`src/rtl/mwdc_pkg.sv`:
```
// ----------------------------------------------------------------------------
// mwdc_pkg
// Shared types and fixed field widths for the minimum covering window search.
// ----------------------------------------------------------------------------
package mwdc_pkg;

    // fixed widths of the item and result fields
    localparam int SYM_W   = 8;
    localparam int START_W = 12;
    localparam int LEN_W   = 13;

    // depth of the queue between front and back
    localparam int QDEPTH = 4;
    localparam int QAW    = $clog2(QDEPTH);

    // classified command kinds
    typedef enum logic [1:0] {
        CMD_PAT  = 2'd0,
        CMD_TEXT = 2'd1,
        CMD_TOVF = 2'd2
    } cmd_kind_t;

    // one queued command
    typedef struct packed {
        cmd_kind_t          kind;
        logic [SYM_W-1:0]   sym;
        logic               last;
    } cmd_t;

endpackage

```
`src/rtl/mwdc_front.sv`:
```
// ----------------------------------------------------------------------------
// mwdc_front
// Classifies incoming bytes into pattern loads, text bytes and overflowed text,
// drops pattern bytes that arrive after text, and forwards commands.
// ----------------------------------------------------------------------------
module mwdc_front #(
    parameter int MAX_TEXT = 4096
) (
    input  logic                        clk,
    input  logic                        rst_n,
    input  logic                        take,
    input  logic                        operation,
    input  logic [mwdc_pkg::SYM_W-1:0]  symbol,
    input  logic                        last,
    output logic                        q_push,
    output mwdc_pkg::cmd_t              q_data
);
    import mwdc_pkg::*;

    localparam int PW = $clog2(MAX_TEXT + 1);
    localparam logic [PW-1:0] TEXT_CAP = PW'(MAX_TEXT);

    logic [PW-1:0] text_cnt_reg;
    logic [PW-1:0] text_cnt_next;
    logic          cnt_room;

    assign cnt_room = text_cnt_reg < TEXT_CAP;

    // classify the byte
    always_comb
    begin
        q_data.sym  = symbol;
        q_data.last = operation & last;
        if (!operation)
        begin
            q_data.kind = CMD_PAT;
        end
        else if (cnt_room)
        begin
            q_data.kind = CMD_TEXT;
        end
        else
        begin
            q_data.kind = CMD_TOVF;
        end
    end

    // pattern bytes after any text in the search carry no work
    assign q_push = take && (operation || (text_cnt_reg == '0));

    // text count of the current search, mirrors the back right edge
    always_comb
    begin
        text_cnt_next = text_cnt_reg;
        if (take && operation)
        begin
            if (last)
            begin
                text_cnt_next = '0;
            end
            else if (cnt_room)
            begin
                text_cnt_next = text_cnt_reg + PW'(1);
            end
        end
    end

    always_ff @(posedge clk or negedge rst_n)
    begin
        if (!rst_n)
        begin
            text_cnt_reg <= '0;
        end
        else
        begin
            text_cnt_reg <= text_cnt_next;
        end
    end

endmodule

```
`config.mk`:
```
export PLATFORM = sky130hd
export DESIGN_NAME = mwdc_front
export DESIGN_NICKNAME = d
export VERILOG_FILES = /design/src/rtl/mwdc_pkg.sv /design/src/rtl/mwdc_front.sv
export SDC_FILE = /design/constraint.sdc
export NUM_CORES = 1
export LEC_CHECK = 0
export ABC_AREA = 0
export BUFFER_PORTS_ARGS = -buffer_cell sky130_fd_sc_hd__buf_2
export CAP_MARGIN = 0
export CELL_PAD_IN_SITES_DETAIL_PLACEMENT = 1
export CELL_PAD_IN_SITES_GLOBAL_PLACEMENT = 1
export CORE_UTILIZATION = 35
export CTS_BUF_LIST = sky130_fd_sc_hd__clkbuf_8
export DETAILED_ROUTE_END_ITERATION = 8
export PLACE_DENSITY = 0.74
export SLEW_MARGIN = 20
export SYNTH_ARGS = -nofsm -noshare
export SYNTH_HDL_FRONTEND = slang
export SYNTH_SLANG_ARGS = --single-unit
```
`constraint.sdc`:
```
create_clock -name clk -period 1.7 [get_ports clk]
set_clock_uncertainty 0.2 [all_clocks]
set_input_delay 0 -clock clk [delete_from_list [all_inputs] [get_ports clk]]
set_output_delay 0 -clock clk [all_outputs]
set_load 0.03 [all_outputs]
```
# Word level (Yosys, flattened, before mapping)

Cells that the tools add are included.

Add/sub/neg operators: 1
$mul: 0
Divide/modulo/power cells: 0
Magnitude comparators: 1
Equal/unequal tests: 0
Shifts and indexed selects: 0
Muxes and demuxes: 4
Bitwise gates (word level): 1
Reductions and logical operators: 6

Operator list:

| operator                | number |
|---|---|
| $mux W13                | 2 |
| $add A13 B1 Y13 const B | 1 |
| $logic_not A13 Y1       | 1 |
| $lt A13 B13 Y1 const B  | 1 |
| $mux W2                 | 2 |
| $logic_and A1 B1 Y1     | 2 |
| $reduce_and A2 Y1       | 1 |
| $reduce_bool A2 Y1      | 1 |
| $and A1 B1 Y1           | 1 |
| $logic_or A1 B1 Y1      | 1 |

Bits in registers: 13
Latch bits: 0
RAM bits: 0
ROM bits: 0
Input port bits: 13
Word-level logic and storage cells: 14
Memories: 0

# Depth between registers and ports, before layout

Depth in word-level cells: 3
Mapped depth: 5
Gate-level depth less buffers: 5

# Worst setup path before layout

OpenSTA, ideal clock, no wires.

Path type: register to register
Start: reg text_cnt_reg[0]
End: reg text_cnt_reg[6]
Arrival time: 1.424 ns
Data required time: 1.436 ns
Path slack: 0.013 ns
Stages on the path, launching flop included: 6
Path buffers: 0
Period minus slack after synthesis: 1.687 ns
Cell sequence: dfrtp_1 -> ha_1 -> nand4_2 -> or4_1 -> a21oi_1 -> a21o_1

Word-level cells in the longest chain between the ends: 3
Elaborated cells on any way between the ends: 6
Classes of those cells: 1 x add/sub; 1 x order compare; 2 x mux; 2 x reduce/logical

RTL lines:

| item                                                     | RTL line                           | text |
|---|---|---|
| start: declaration                                       | mwdc_front.sv:23                   | `logic [PW-1:0] text_cnt_reg;` |
| start signal: assignment                                 | mwdc_front.sv:76                   | `text_cnt_reg <= text_cnt_next;` |
| $add A13 B1 Y13 / $lt A13 B13 Y1 (equally long branches) | mwdc_front.sv:63, mwdc_front.sv:27 |  |
| $mux W13 / $reduce_bool A2 Y1 (equally long branches)    | --                                 |  |
| $mux W13 / $reduce_and A2 Y1 (equally long branches)     | --                                 |  |

Parallel ways exist; a longest one is shown, timed or not. The select of a mux whose other input is x is not followed.
A chain may end at the register's enable or synchronous reset.

# Worst setup path after layout

Start: reg text_cnt_reg[1]
End: reg text_cnt_reg[6]

Same word-level chain as after synthesis.

==> out/results.tsv <==
stage	metric	value	unit
floorplanning	starting_density_of_the_core	37.8	%
job	max_cap_violations	0	
clock_network	tritoncts_clock_tree	yes	
finish	finish.cell_count_without_fillers	152	
finish	drive_gt1_share	32.3	%
global_routing	grt-ovfl-total	0	
floorplanning	core_area	2250	sq um
critical_path	setup.worst_path.class	reg -> reg	
synth	post_synthesis_cell_type_count	35	
routing	drt_first_iter_violations	9	
global_routing	grt_start_max_net_pins	14	
routing	drt-pass1-iter-count	4	
synth	synth-edff-count	0	
clock_network	buffer_cell_driving_the_clock_tree_root	clkbuf_8	
floorplanning	ios	25	
synth	synth_seq_cells	13	
routing	wl_per_cell	18.0	um
sta	slew-limit-headroom	58.2	%
routing	route.final.wire_length	2.73	mm
sta	clock.fmax	557	MHz
finish	max_reg_flops	13	
placed_design	place.detailed.hpwl	1.59	mm
finish	layout.filler_cells	267	
global_routing	first_global_vias	909	
clock_network	max-clock-path-buffers	2	
placed_design	preCtsSetupSlack	0.00997	ns
sta	final-hold-violation-count	0	
sta	grt_setup_unrepaired	true	
finish	nets	140	
synth	ys_dominant_reg_cell	dfrtp_1	
floorplanning	core.rowCount	17	
clock_network	clock_latency	0.24	ns
hold_path	timing.hold.worst.class	in -> reg	
global_routing	initial_antenna_violation_count	0	
clock_network	clkTransAtPathRegs	0.06	ns
sta	timing.final.setup_violations	4	
routing	routed-via-count	845	
synth	postSynthCellCount	97	
critical_path	setup_slack_of_the_most_critical_reg_to_reg_path	-0.1	ns
floorplanning	fp.dieArea	2640	sq um
sta	final_max_slew_viol_count	0	
finish	multi_input_area	475	sq um
finish	flow.area_growth_from_synthesis	39.3	%
sta	slew_at_the_pin_with_the_worst_max_slew_slack	0.625	ns
sta	fin_crit	1.80	ns
synth	synthesis.yosys.warnings	0	
synth	post_synth_instance_area	853	sq um
clock_network	htree_num_levels	1	
global_routing	first_pass_grt_wire_length	4.34	mm
routing	vias_per_cell	5.56	
floorplanning	floorplan.die.height	51.4	um
power	vdd_ir_drop_max	0.534	mV
routing	drc_errors	0	
sta	post-route-worst-setup-slack	-0.0962	ns
critical_path	highest_fanout_seen_on_the_critical_path	5	
placed_design	numPlacedInstances	132	
finish	seqCellArea	329	sq um
critical_path	cp_data_arrival_time	1.78	ns
sta	layout_worst_path_cycle_share	106	%
global_routing	globalRouteTotalUtil	22.4	%
placed_design	port_buffers	8	
critical_path	crit_path_end_kind	flop	
clock_network	tritoncts.num_buffers	3	
run_status	result_of_the_run	finished with violations	
synth	synth-seq-area-share	38.1	%
synth	synth_nets	112	
finish	antenna_cells_inserted	0	
clock_network	clkSinkCount	13	
placed_design	placedInstanceArea	928	sq um
placed_design	finalWeightedCongestion	0.801	
synth	syn_avg_cell_area	8.80	sq um
synth	ys_async_sr_fraction	100	%
floorplanning	floorplan.die.width	51.4	um
critical_path	start_kind	flop	
routing	final_antenna_net_count	0	
power	static_leakage	0.508	nW
power	power_density_cells	739	nW/um^2
run_status	violations	negative setup slack	
critical_path	timing.critical_path.required	1.68	ns
finish	layout.cell_area.non_filler	1190	sq um
## cell type report
type,count,area share [%]
Inverter,6,2.11
Clock inverter,1,0.421
Multi-Input combinational cell,67,40.0
Clock buffer,3,3.47
Timing Repair Buffer,34,23.4
Sequential cell,13,27.7
Tap cell,28,2.95
## cell usage in the layout (no fill, tap or decap), types with 4 or more instances in the layout
master | Yosys | final
buf_4 | 9 | 12
inv_1 | 6 | 4
o21ai_0 | 6 | 6
a21oi_1 | 5 | 5
dfrtp_1 | 13 | 10
nand2_1 | 7 | 6
nor2_1 | 6 | 6
buf_2 | 0 | 7
dlygate4sd3_1 | 0 | 13
## synth_stat cells (3+ instances only)
library cell | instances | area share, %
nor2_1 | 6 | 2.6
inv_1 | 6 | 2.6
a21oi_1 | 5 | 2.9
and2_1 | 3 | 2.2
dfrtp_1 | 13 | 38
nand4_1 | 3 | 2.2
xor2_1 | 3 | 3.1
or3_1 | 3 | 2.2
buf_4 | 9 | 7.9
nand2_1 | 7 | 3.1
o21ai_0 | 6 | 3.5
## cells by family after synthesis
logic type | after synthesis | synth area share (%)
DFF | 13 | 38.1
xor gates and xnor gates | 3 | 3.08
and+or+nand+nor | 42 | 29.9
AOI/OAI and AO/OA | 20 | 14.5
buffers and inverters | 17 | 11.4
adders and majority gates | 2 | 2.93
## power breakdown
group / switching (mW) / total (mW) / leakage, nW / internal, mW
combinational: 0.126 / 0.247 / 0.312 / 0.121
sequential: 0.0262 / 0.355 / 0.171 / 0.329
clock: 0.115 / 0.277 / 0.0255 / 0.162
total: 0.267 / 0.878 / 0.508 / 0.612
## through the flow
step           utilization, %  TNS (ns)  hold slack (ns)  power (mW)
2_1_floorplan               -         0           -0.496       0.456
3_3_place_gp             41.2         0           -0.293       0.484
3_5_place_dp             41.2         0           -0.289       0.490
4_1_cts                  51.9   -0.0985           0.0872       0.876
5_1_grt                  52.7    -0.536            0.122       0.928
6_report                 52.7    -0.239            0.103       0.878
## critical path: stages (launching register included)
cell and delay (ns):
dfrtp_1 0.39, ha_2 0.24, nand4_4 0.14, or4_1 0.50, a21oi_1 0.18, a21o_1 0.10
## routing by layer
metal  GRT usage [%]  vias to the layer above  share of wire (%)
li1                -                      391                  -
met1            26.3                      424                 40
met2            41.3                       28                 55
met3            4.76                        2                3.4
met4            4.05                        0               0.77
met5               0                        -                  0
## final timing paths
kind | endpoint | cells past startpoint | from
min in group asynchronous | text_cnt_reg[6]$_DFFE_PN0P_ | 3 | rst_n
setup reg to reg | text_cnt_reg[6]$_DFFE_PN0P_ | 5 | text_cnt_reg[1]$_DFFE_PN0P_
max in group asynchronous | text_cnt_reg[2]$_DFFE_PN0P_ | 3 | rst_n
hold / removal | text_cnt_reg[0]$_DFFE_PN0P_ | 3 | take
hold reg to reg | text_cnt_reg[11]$_DFFE_PN0P_ | 2 | text_cnt_reg[11]$_DFFE_PN0P_
setup / recovery | text_cnt_reg[6]$_DFFE_PN0P_ | 5 | text_cnt_reg[1]$_DFFE_PN0P_
## repair_timing
item                                   in CTS  in global routing
hold buffers                               13                  0
pin swaps                                   3                  2
setup buffers                               3                  0
setup endpoints to repair                   3                  8
endpoints found under the hold margin      26                  0
resized for setup                          11                  7
No activity file was read; power rests on OpenSTA's default activity.
