File: config.mk
export PLATFORM = sky130hd
export DESIGN_NAME = mwdc_queue
export DESIGN_NICKNAME = d
export VERILOG_FILES = /design/src/rtl/mwdc_pkg.sv /design/src/rtl/mwdc_queue.sv
export SDC_FILE = /design/constraint.sdc
export NUM_CORES = 1
export LEC_CHECK = 0
export CAP_MARGIN = 20
export CORE_MARGIN = 3
export CORE_UTILIZATION = 35
export DETAILED_ROUTE_END_ITERATION = 10
export DONT_BUFFER_PORTS = 1
export GPL_TIMING_DRIVEN = 1
export PLACE_DENSITY = 0.57
export SYNTH_ARGS = -nofsm -noshare
export SYNTH_HDL_FRONTEND = slang
export SYNTH_SLANG_ARGS = --single-unit
File: constraint.sdc
create_clock -name clk -period 4.46 [get_ports clk]
set_input_delay 0 -clock clk [delete_from_list [all_inputs] [get_ports clk]]
set_output_delay 0 -clock clk [all_outputs]
set_load 0.05 [all_outputs]
File: src/rtl/mwdc_pkg.sv
// ----------------------------------------------------------------------------
// mwdc_pkg
// Shared types and fixed field widths for the minimum covering window search.
// ----------------------------------------------------------------------------
package mwdc_pkg;

    // fixed widths of the item and result fields
    localparam int SYM_W   = 8;
    localparam int START_W = 12;
    localparam int LEN_W   = 13;

    // depth of the queue between front and back
    localparam int QDEPTH = 4;
    localparam int QAW    = $clog2(QDEPTH);

    // classified command kinds
    typedef enum logic [1:0] {
        CMD_PAT  = 2'd0,
        CMD_TEXT = 2'd1,
        CMD_TOVF = 2'd2
    } cmd_kind_t;

    // one queued command
    typedef struct packed {
        cmd_kind_t          kind;
        logic [SYM_W-1:0]   sym;
        logic               last;
    } cmd_t;

endpackage

File: src/rtl/mwdc_queue.sv
// ----------------------------------------------------------------------------
// mwdc_queue
// Short command queue that decouples the classifying front from the back.
// ----------------------------------------------------------------------------
module mwdc_queue (
    input  logic            clk,
    input  logic            rst_n,
    input  logic            push,
    input  mwdc_pkg::cmd_t  wr_data,
    input  logic            pop,
    output mwdc_pkg::cmd_t  rd_data,
    output logic            full,
    output logic            empty
);
    import mwdc_pkg::*;

    cmd_t             slot_reg [QDEPTH];
    logic [QAW-1:0]   wr_ptr_reg;
    logic [QAW-1:0]   rd_ptr_reg;
    logic [QAW:0]     count_reg;
    logic             do_push;
    logic             do_pop;

    assign full    = count_reg == (QAW+1)'(QDEPTH);
    assign empty   = count_reg == '0;
    assign do_push = push && !full;
    assign do_pop  = pop && !empty;
    assign rd_data = slot_reg[rd_ptr_reg];

    // storage
    always_ff @(posedge clk)
    begin
        if (do_push)
        begin
            slot_reg[wr_ptr_reg] <= wr_data;
        end
    end

    // pointers and fill count
    always_ff @(posedge clk or negedge rst_n)
    begin
        if (!rst_n)
        begin
            wr_ptr_reg <= '0;
            rd_ptr_reg <= '0;
            count_reg  <= '0;
        end
        else
        begin
            if (do_push)
            begin
                wr_ptr_reg <= wr_ptr_reg + QAW'(1);
            end
            if (do_pop)
            begin
                rd_ptr_reg <= rd_ptr_reg + QAW'(1);
            end
            if (do_push && !do_pop)
            begin
                count_reg <= count_reg + (QAW+1)'(1);
            end
            else if (do_pop && !do_push)
            begin
                count_reg <= count_reg - (QAW+1)'(1);
            end
        end
    end

endmodule

======== Yosys cells after proc, flatten, opt, wreduce, memory -nomap -nowiden ========
Memories as Yosys holds them, arrays and structs flattened.
Cells that the tools add are included.
word-level totals
  flip-flop bits (word level) ............. 7
  RAM bits ................................ 44
  input port bits ......................... 15
  output and inout bits ................... 13
  logic and storage cells ................. 23
  memories ................................ 1
cells by class
  add/sub/neg operators ................... 4
  equality and inequality tests ........... 1
  mux-type cells .......................... 4
  reduce and logical (&&, ||, !) cells .... 10
memories
  memory    depth  bits a word  read ports  clocked after Yosys merged registers in  wr ports  RTL line          source
  slot_reg  4      11           1           0                                        1         mwdc_queue.sv:17  cmd_t slot_reg [QDEPTH];
operator list
  kind                 number
  $mux 3               2
  $add 2x1->2 const B  2
  $logic_and 1x1->1    4
  $logic_not 1->1      4
  $add 3x1->3 const B  1
  $eq 3x3->1 const B   1
  $logic_not 3->1      1
  $sub 3x1->3 const B  1
  $mux 1               2
  $reduce_bool 2->1    1

======== Longest topological paths before layout ========
Gate-level depths: netlist of run 1.
  depth after elaboration ................. 7
  depth in mapped cells ................... 9
  depth with buffers taken out ............ 8

======== Worst setup path before layout of run 1 ========
OpenSTA, ideal clock, no wires.
  kind .................................... register -> register
  start ................................... reg count_reg[0]
  end ..................................... reg count_reg[1]
  library setup time ...................... 125 ps
  data arrival time ....................... 2,345 ps
  data required time ...................... 4,335 ps
  path slack .............................. 1,991 ps
  stages on the path, launching flop included .. 8
  buffers on the path ..................... 1
  period minus slack after synthesis ...... 2,469 ps
  cells stage by stage .................... dfrtp_1 -> nor3b_2 -> nor2b_1 -> buf_6 -> ha_1 -> inv_1 -> fa_1 -> mux2_2
between the ends
  longest elaborated chain between the ends .. 6
  elaborated cells on any way between the ends .. 15
  those cells by class .................... add/sub (2); eq/ne (1); mux (2); reduce/logical (10)
RTL lines
  item                         RTL line          source
  start: declaration           mwdc_queue.sv:20  logic [QAW:0] count_reg;
  start signal: assignment     mwdc_queue.sv:60  count_reg <= count_reg + (QAW+1)'(1);
  start signal: assignment     mwdc_queue.sv:64  count_reg <= count_reg - (QAW+1)'(1);
  $eq 3x3->1 (*)               mwdc_queue.sv:24  assign full = count_reg == (QAW+1)'(QDEPTH);
  named net full               mwdc_queue.sv:12  output logic full,
  $logic_not 1->1 (*)          mwdc_queue.sv:26  assign do_push = push && !full;
  $logic_and 1x1->1 (*)        mwdc_queue.sv:26
  named net do_push            mwdc_queue.sv:21  logic do_push;
  $logic_not 1->1              mwdc_queue.sv:62  else if (do_pop && !do_push)
  $logic_and 1x1->1            mwdc_queue.sv:62
  $reduce_bool 2->1 (no line)  --
Mark *: on every way through the listed nets, which the timed path passes. The rest lies on a longest branch. The select of a mux whose other input is x is not followed.
A chain may end at the register's enable or synchronous reset.

======== Final worst setup path of run 1 ========
  start ................................... reg count_reg[0]
  end ..................................... reg count_reg[1]
between the ends
  longest elaborated chain between the ends .. 6
  elaborated cells on any way between the ends .. 15
  those cells by class .................... add/sub (2); eq/ne (1); mux (2); reduce/logical (10)
RTL lines
  item                         RTL line
  $eq 3x3->1 (*)               mwdc_queue.sv:24
  named net full               mwdc_queue.sv:12
  $logic_not 1->1 (*)          mwdc_queue.sv:26
  $logic_and 1x1->1 (*)        mwdc_queue.sv:26
  $logic_not 1->1              mwdc_queue.sv:62
  $logic_and 1x1->1            mwdc_queue.sv:62
  $reduce_bool 2->1 (no line)  --
Marked as above.

==> metrics, run 1 <==
worst hold slack 39.0 ps; vias per cell 4.81; Detailed Routing Iterations Pass 1 4; Post-Synthesis Cell Area 2040 um2; nets@finish 131; Tot GR Track Use 10.5%; switch share 38.0%; Post-synth EDFFs 44; Cell Pwr Density 717 nW/um2; mux contribution to synthesized area 14.9%; Synth Area in Compound Gates 0%; Fin Setup TNS 0 ps; layout cell share with drive strength beyond 1 11.7%; Slew Viols, Final 0; Static Leak 0.000832 uW; register area 1500 um2; setup violators final 0; Worst R2R Start count_reg[0]$_DFFE_PN0P_; Area growth, synth to finish 15.9%; largest family of logic cells by synthesized area multiplexers; Placer Congestion 0.695; Synth area leaders edfxtp_1 (65%), mux4_1 (10%), dfrtp_1 (8.6%), mux4_2 (3.3%), ha_1 (3.1%); hpwl dp 2.13 mm; Worst Max-Slew Pin Slew 885 ps; global-route wire length before repair 4.95 mm; distinct cell type count after synthesis 20; CP bufs+invs 1; peak fanout along the critical path 7; Worst Setup End Kind flip-flop; initial cell density of the core 36.6%; XOR/XNOR Fraction of Synth Area 2.58%; total power 1700 uW; largest net degree at the start of global routing 16; max cap viols 0; # clock sinks 51; Top Ports 28; Yosys warning total 0; CP delay by family, top simple AND/OR/NAND/NOR gates; Cell Int Power 1050 uW; Fmax 369 MHz; GR Overflow Total 0; Reg clk slew, reported paths 80 ps; ANT cells 0; minimum clock period 2710 ps; Tcrit/Tclk final 60.7%; clock tree root buffer cell clkbuf_8; Final Hold Fails 0; Seq cells post-synth 51; PortBufs 0; largest area contributor in the netlist edfxtp_1; critical path's slowest cell nor3b_2; Critical Path RT 4640 ps; crit path kind flip-flop to flip-flop; site row count 27; CTS Buf Count 5; Routed Antenna Nets 0; CP max stage delay 760 ps; predominant post-synthesis flop cell edfxtp_1; clk_lat worst skew 290 ps; post-synth top area share 64.7%; VDD IR max 0.365 mV; # DRC 0; critical path launch point type flip-flop; most frequent cells after synthesis edfxtp_1 (44), mux4_1 (8), dfrtp_1 (7), ha_1 (5); vias in the first global route 977; max FFs per register 44; sequential share of power 43.3%; post-synthesis adder-cell area fraction 4.05%; Via Count 880; Worst R2R Setup Slack 1750 ps; Mapped Cells 93; syn nets 114; most frequent cell after synthesis edfxtp_1; RSZ-0062 raised after global routing false; skew final 7.74 ps; WL/cell 17.5 um; CP cell instances nor3b_2 > nor2b_1 > ha_1 > inv_1 > fa_1 > mux2_2; # Post-CTS Setup Buffers 0; DRT Wirelength 3.21 mm; antenna violations before repair 0; Post-Synth Simple-Gate Area 3.07%; Max Buffers Root-to-Sink 2; fraction of registers with async set/reset 13.7%; DRT iter0 DRCs 48; die extent in y 82.4 um; die width 82.4 um; filler cell count 495; Critical Path AT 2890 ps; NetSw 645 uW; Core Region 5570 um2; Total Die Area 6780 um2; CTS tree done; Clk pwr share 21.3%; synthesized area per cell 21.9 um2; Comb pwr share 35.4%; sequential cell area fraction in the yosys report 73.3%; # H-tree levels 2; Hold Crit Class input pin to async pin; R2R cell count 6; end of the worst register-to-register path count_reg[1]$_DFFE_PN0P_; Worst slew margin 40.8%; status complete, no violations; footprint of the multi-input gates 502 um2
==> per-layer routing <==
metal / track usage [%] / share of wire, %
met1: 12.8 / 41
met3: 4.01 / 5.7
met4: 3.99 / 1.2
met5: 0 / 0
met2: 16.9 / 52
==> how the worst max path moves through the flow <==
stage                               end  slack (ps)                      from  cells past startpoint
5_1_grt        count_reg[1]$_DFFE_PN0P_        1640  count_reg[0]$_DFFE_PN0P_                      6
6_report       count_reg[1]$_DFFE_PN0P_        1750  count_reg[0]$_DFFE_PN0P_                      6
3_3_place_gp   count_reg[1]$_DFFE_PN0P_        1860  count_reg[0]$_DFFE_PN0P_                      6
3_5_place_dp   count_reg[1]$_DFFE_PN0P_        1750  count_reg[0]$_DFFE_PN0P_                      6
2_1_floorplan  count_reg[1]$_DFFE_PN0P_        1990  count_reg[0]$_DFFE_PN0P_                      7
4_1_cts        count_reg[1]$_DFFE_PN0P_        1720  count_reg[0]$_DFFE_PN0P_                      6
==> worst reg2reg max path, stage by stage (launching register included) <==
cell,delay (ps)
dfrtp_1,450
nor3b_2,770
nor2b_1,310
ha_1,330
inv_1,80
fa_1,400
mux2_2,270
==> through the flow <==
| step | setup WS, ps | cell area [um2] | util, % | instances |
|---|---|---|---|---|
| 6_report | 1750 | 2370 | 42.4 | 183 |
| 5_1_grt | 1640 | 2370 | 42.4 | 183 |
| 4_1_cts | 1720 | 2370 | 42.4 | 183 |
| 3_5_place_dp | 1750 | 2100 | 37.7 | 162 |
| 3_3_place_gp | 1860 | 2100 | 37.7 | 162 |
| 2_1_floorplan | 1990 | 2040 | - | 93 |
==> power by group through the flow <==
| stage | logic [uW] | registers (uW) | clock network (uW) |
|---|---|---|---|
| 6_report | 601 | 735 | 361 |
| 5_1_grt | 638 | 754 | 393 |
| 4_1_cts | 614 | 741 | 368 |
| 3_5_place_dp | 599 | 753 | 0 |
| 3_3_place_gp | 581 | 741 | 0 |
| 2_1_floorplan | 573 | 691 | 0 |
==> cell families (layout without fill, tap and decap cells) <==
logic type	after synthesis	after routing
adder cells (fa/ha/maj)	6	6
flip-flops	51	51
buffers and inverters	7	25
multiplexers	13	13
XOR/XNOR	6	6
AND/OR/NAND/NOR	10	10
==> timing repair <==
| action | in CTS | in global routing |
|---|---|---|
| endpoints found under the hold margin | 53 | 0 |
| gates resized for setup | 0 | 0 |
| setup endpoints to repair | 0 | 0 |
| hold buffers | 13 | 0 |
==> cell usage in the layout, fill, tap and decap left out, drive strengths merged <==
master and n:
and2 4, bufinv 2, clkbuf 6, dfrtp 7, dlygate4sd3 13, edfxtp 44, fa 1, ha 5
inv 4, mux2 2, mux4 11, nand2 1, nand3 1, nor2 1, nor2b 1, nor3b 1
or3 1, xnor2 4, xor2 2
==> area by class of cell <==
cell class / instances / area share [%]
Tap cell: 72 / 3.81
Clock inverter: 2 / 2.54
Inverter: 4 / 0.635
Multi-Input combinational cell: 35 / 21.2
Timing Repair Buffer: 13 / 5.50
Clock buffer: 6 / 3.07
Sequential cell: 51 / 63.2
No activity file was read; power rests on OpenSTA's default activity.
==> run 2: changes to the inputs <==
Settings changed: PLACE_DENSITY 0.57 to 0.59.
Clock period 4.46 ns to 2.2 ns, I/O delays scaled along.
==> run 2 against run 1 <==
  * Sequential power grew 95%
  * Worst hold slack worse by 14 ps
  * Flip-flop and latch count is the same
  * Wire length is 2.5% higher
  * Count of clock-buffer cells in the layout unchanged
  * Via count increased by 4.7%
  * Final cell count grew 6.6%
  * Power grew 110%
  * Largest power group unchanged
==> metrics, run 2 (synthesized netlist as in run 1, its figures left out) <==
Static Leak 0.000897 uW; # H-tree levels 2; crit path kind flip-flop to flip-flop; critical path launch point type flip-flop; Core Region 5570 um2; antenna violations before repair 0; minimum clock period 2080 ps; Cell Pwr Density 1440 nW/um2; Worst R2R Setup Slack 120 ps; commonest non-fill, non-tap cell in the layout edfxtp_1; ANT cells 0; layout cell share with drive strength beyond 1 22.8%; final core occ 44.4%; initial cell density of the core 36.6%; Final Instance Count excl. Fillers 195; global-route wire length before repair 5.20 mm; commonest non-fill, non-tap cells in the layout edfxtp_1 (44), dlygate4sd3_1 (13), buf_4 (12), mux4_1 (8), dfrtp_1 (7); Worst slew margin 64.5%; peak fanout along the critical path 4; dpl cells 174; die width 82.4 um; Critical Path RT 2430 ps; largest net degree at the start of global routing 16; Final WS setup 119 ps; skew final 8.30 ps; Fin Setup TNS 0 ps; GR Overflow Total 0; Tot GR Track Use 10.9%; PortBufs 0; CTS tree done; Area growth, synth to finish 21.4%; DRT Wirelength 3.29 mm; Max Buffers Root-to-Sink 2; clock tree root buffer cell clkbuf_8; RSZ-0062 raised after global routing false; VDD IR max 0.614 mV; DRT iter0 DRCs 31; clk_lat worst skew 300 ps; Tcrit/Tclk final 94.6%; Total Die Area 6780 um2; Routed Antenna Nets 0; nets@finish 143; # DRC 0; max cap viols 0; CTS Buf Count 5; vias per cell 4.72; die extent in y 82.4 um; # clock sinks 51; Fmax 481 MHz; max FFs per register 44; Worst Setup End Kind flip-flop; site row count 27; Placer Congestion 0.768; vias in the first global route 1018; Hold Crit Class input pin to async pin; Slew Viols, Final 0; Top Ports 28; Via Count 921; WL/cell 16.8 um; Detailed Routing Iterations Pass 1 3; hpwl dp 2.37 mm; Final Hold Fails 0; DP Worst Slack 102 ps; Reg clk slew, reported paths 80 ps; Critical Path AT 2310 ps; Worst Max-Slew Pin Slew 533 ps; setup violators final 0; status complete, no violations; filler cell count 490
## run 2: changes by cell type in the layout (fill, tap and decap cells not counted), sizes merged
cell | previous run | this run
buf | 0 | 12
## run 2: path summary, 6_finish.rpt
check,startpoint,end,depth (start not counted)
max,count_reg[1]$_DFFE_PN0P_,count_reg[2]$_DFFE_PN0P_,8
max reg2reg,count_reg[1]$_DFFE_PN0P_,count_reg[2]$_DFFE_PN0P_,8
min reg2reg,rd_ptr_reg[0]$_DFFE_PN0P_,rd_ptr_reg[0]$_DFFE_PN0P_,1
min,rst_n,count_reg[0]$_DFFE_PN0P_,1
min in group clk,push,wr_ptr_reg[0]$_DFFE_PN0P_,3
max in group asynchronous,rst_n,wr_ptr_reg[1]$_DFFE_PN0P_,1
## run 2: metrics by stage
step                instance area (um2)  total power (uW)  hold WS [ps]
floorplan                          2060              2590          -296
global placement                   2210              2810          -295
detailed placement                 2210              2870          -295
CTS                                2470              3630          38.7
global route                       2480              3750          40.6
finish                             2480              3580          25.2
## run 2: what timing repair did
| action | in CTS | in global routing |
|---|---|---|
| endpoints found under the setup margin | 0 | 1 |
| hold buffers | 13 | 0 |
| buffers inserted | 0 | 0 |
| hold endpoints to repair | 53 | 0 |
| gates resized for setup | 0 | 1 |
## run 2: layer usage
layer,share of wire [%],GRT usage (%)
met5,0,0
met4,1.9,4.98
met3,5.6,3.69
met2,52,18.6
met1,40,12.4
## run 2: cell type report
class / instances / area [um2] / area share, %
Clock buffer: 6 / 72.6 / 2.93
Clock inverter: 2 / 60.1 / 2.42
Inverter: 4 / 15.0 / 0.606
Sequential cell: 51 / 1500 / 60.4
Multi-Input combinational cell: 35 / 523 / 21.1
Tap cell: 72 / 90.1 / 3.64
Timing Repair Buffer: 25 / 220 / 8.89
## run 2: worst max-delay path, stage by stage (launching register included)
cell and delay (ps):
dfrtp_1 460, or3_1 430, nand2_2 130, ha_4 150
inv_2 30, fa_1 360, xor2_1 150, nor2_1 120
xor2_1 170
## run 2: power breakdown
part	internal [uW]	switching (uW)
clock	454	276
sequential	1300	133
combinational	483	933
total	2240	1340
==> run 3: changes to the inputs <==
Settings changed: HOLD_SLACK_MARGIN set to 0.1.
==> run 3 against run 2 <==
  * Clock power is essentially flat
  * Power is essentially flat
  * First-iteration DRC count is the same
  * Sequential share of layout area shrank 0.24 points
  * Combinational power is essentially flat
  * Clock skew is the same
  * Design area grew 0.40%
  * Critical endpoint unchanged
  * Non-clock buffer count grew 1
  * Critical path type unchanged
  * Via count grew 0.43%
  * Flip-flop and latch count is the same
==> metrics, run 3 (synthesized netlist as in run 1, its figures left out) <==
Worst Max-Slew Pin Slew 533 ps; Routed met3 length 183 um; Routed Antenna Nets 0; placed inst area 2210 um2; die extent in y 82.4 um; Total Die Area 6780 um2; Fin Setup TNS 0 ps; crit path kind flip-flop to flip-flop; CP max stage delay 460 ps; # H-tree levels 2; CP bufs+invs 1; VDD IR max 0.614 mV; critical path's slowest cell dfrtp_1; Tot GR Track Use 10.9%; die width 82.4 um; critical path launch point type flip-flop; max cap viols 0; commonest non-fill, non-tap cells in the layout edfxtp_1 (44), dlygate4sd3_1 (14), buf_4 (12), mux4_1 (8), dfrtp_1 (7); site row count 27; Area growth, synth to finish 21.9%; met2 wire length 1.71 mm; CP cell instances or3_1 > nand2_2 > ha_4 > inv_2 > fa_1 > xor2_1 > nor2_1 > xor2_1; Detailed Routing Iterations Pass 1 3; CTS tree done; Via Count 925; # Post-CTS Setup Buffers 0; setup violators final 0; largest net degree at the start of global routing 16; DRT Wirelength 3.28 mm; antenna violations before repair 0; hpwl dp 2.37 mm; clock tree root buffer cell clkbuf_8; WL met1 1.32 mm; Slew Viols, Final 0; Critical Path AT 2310 ps; max FFs per register 44; CP delay by family, top simple AND/OR/NAND/NOR gates; most used cell, CP xor2_1; uppermost layer routed met4; PortBufs 0; nets@finish 144; GR Overflow Total 0; Setup crit start count_reg[1]$_DFFE_PN0P_; WL/cell 16.8 um; clk_lat worst skew 300 ps; Worst slew margin 64.5%; Core Region 5570 um2; minimum clock period 2080 ps; RSZ-0062 raised after global routing false; worst hold slack 175 ps; vias in the first global route 1018; DRT iter0 DRCs 31; Hold Crit Class input pin to flip-flop; # clock sinks 51; Top Ports 28; CTS Buf Count 5; Reg clk slew, reported paths 80 ps; Static Leak 0.000901 uW; global-route wire length before repair 5.20 mm; skew final 8.30 ps; vias per cell 4.72; layout cell share with drive strength beyond 1 22.6%; peak fanout along the critical path 4; Worst R2R Start count_reg[1]$_DFFE_PN0P_; status complete, no violations; Final Hold Fails 0; Tcrit/Tclk final 94.6%; Fmax 481 MHz; post-route design area 2490 um2; HP Start push; Worst Setup End Kind flip-flop; Critical Path RT 2430 ps; Placer Congestion 0.768; initial cell density of the core 36.6%; # DRC 0; Max Buffers Root-to-Sink 2; ANT cells 0; commonest non-fill, non-tap cell in the layout edfxtp_1; Cell Pwr Density 1440 nW/um2
run 3: changes by cell type in the layout (fill, tap and decap cells not counted):
cell / change
dlygate4sd3_1: +1
run 3: worst register-to-register path, delay by kind of cell (launching register included):
family	cells	cell delay, ps
XOR/XNOR	2	320
adder cells (fa/ha/maj)	2	510
buffers and inverters	1	40
flip-flops	1	460
AND/OR/NAND/NOR	3	680
run 3: layout make-up:
class / count / area, um2
Clock buffer: 6 / 72.6
Clock inverter: 2 / 60.1
Fill cell: 489 / 3090
Inverter: 4 / 15.0
Multi-Input combinational cell: 35 / 523
Sequential cell: 51 / 1500
Tap cell: 72 / 90.1
Timing Repair Buffer: 26 / 230
run 3: power breakdown:
group	leakage, uW	switching, uW	total, uW	internal, uW
clock	0.0000654	276	730	454
sequential	0.000485	133	1430	1300
combinational	0.000351	933	1420	484
run 3: what timing repair did:
item | CTS | global route
resized for setup | 0 | 1
endpoints found under the hold margin | 54 | 0
hold buffers | 14 | 0
endpoints found under the setup margin | 0 | 1
run 3: metal layers:
| layer | vias up | track usage [%] |
|---|---|---|
| met4 | 0 | 4.98 |
| met5 | - | 0 |
| met3 | 5 | 3.69 |
| met2 | 23 | 18.6 |
| li1 | 427 | - |
| met1 | 470 | 12.4 |
run 3: stage by stage:
| stage | cells | util, % | setup WS (ps) | power, uW |
|---|---|---|---|---|
| finish | 196 | 44.6 | 119 | 3580 |
| global route | 196 | 44.6 | 43.3 | 3760 |
| CTS | 196 | 44.6 | 70.5 | 3630 |
| detailed placement | 174 | 39.7 | 102 | 2870 |
| global placement | 174 | 39.7 | 231 | 2810 |
| floorplan | 93 | - | 13.4 | 2590 |
run 3: worst paths after layout:
check / to / cells past startpoint / slack [ps]
setup / recovery: count_reg[2]$_DFFE_PN0P_ / 8 / 120
setup reg to reg: count_reg[2]$_DFFE_PN0P_ / 8 / 120
hold reg to reg: rd_ptr_reg[0]$_DFFE_PN0P_ / 1 / 500
min in group asynchronous: count_reg[0]$_DFFE_PN0P_ / 2 / 550
hold / removal: wr_ptr_reg[0]$_DFFE_PN0P_ / 3 / 180
max in group asynchronous: wr_ptr_reg[1]$_DFFE_PN0P_ / 2 / 1390
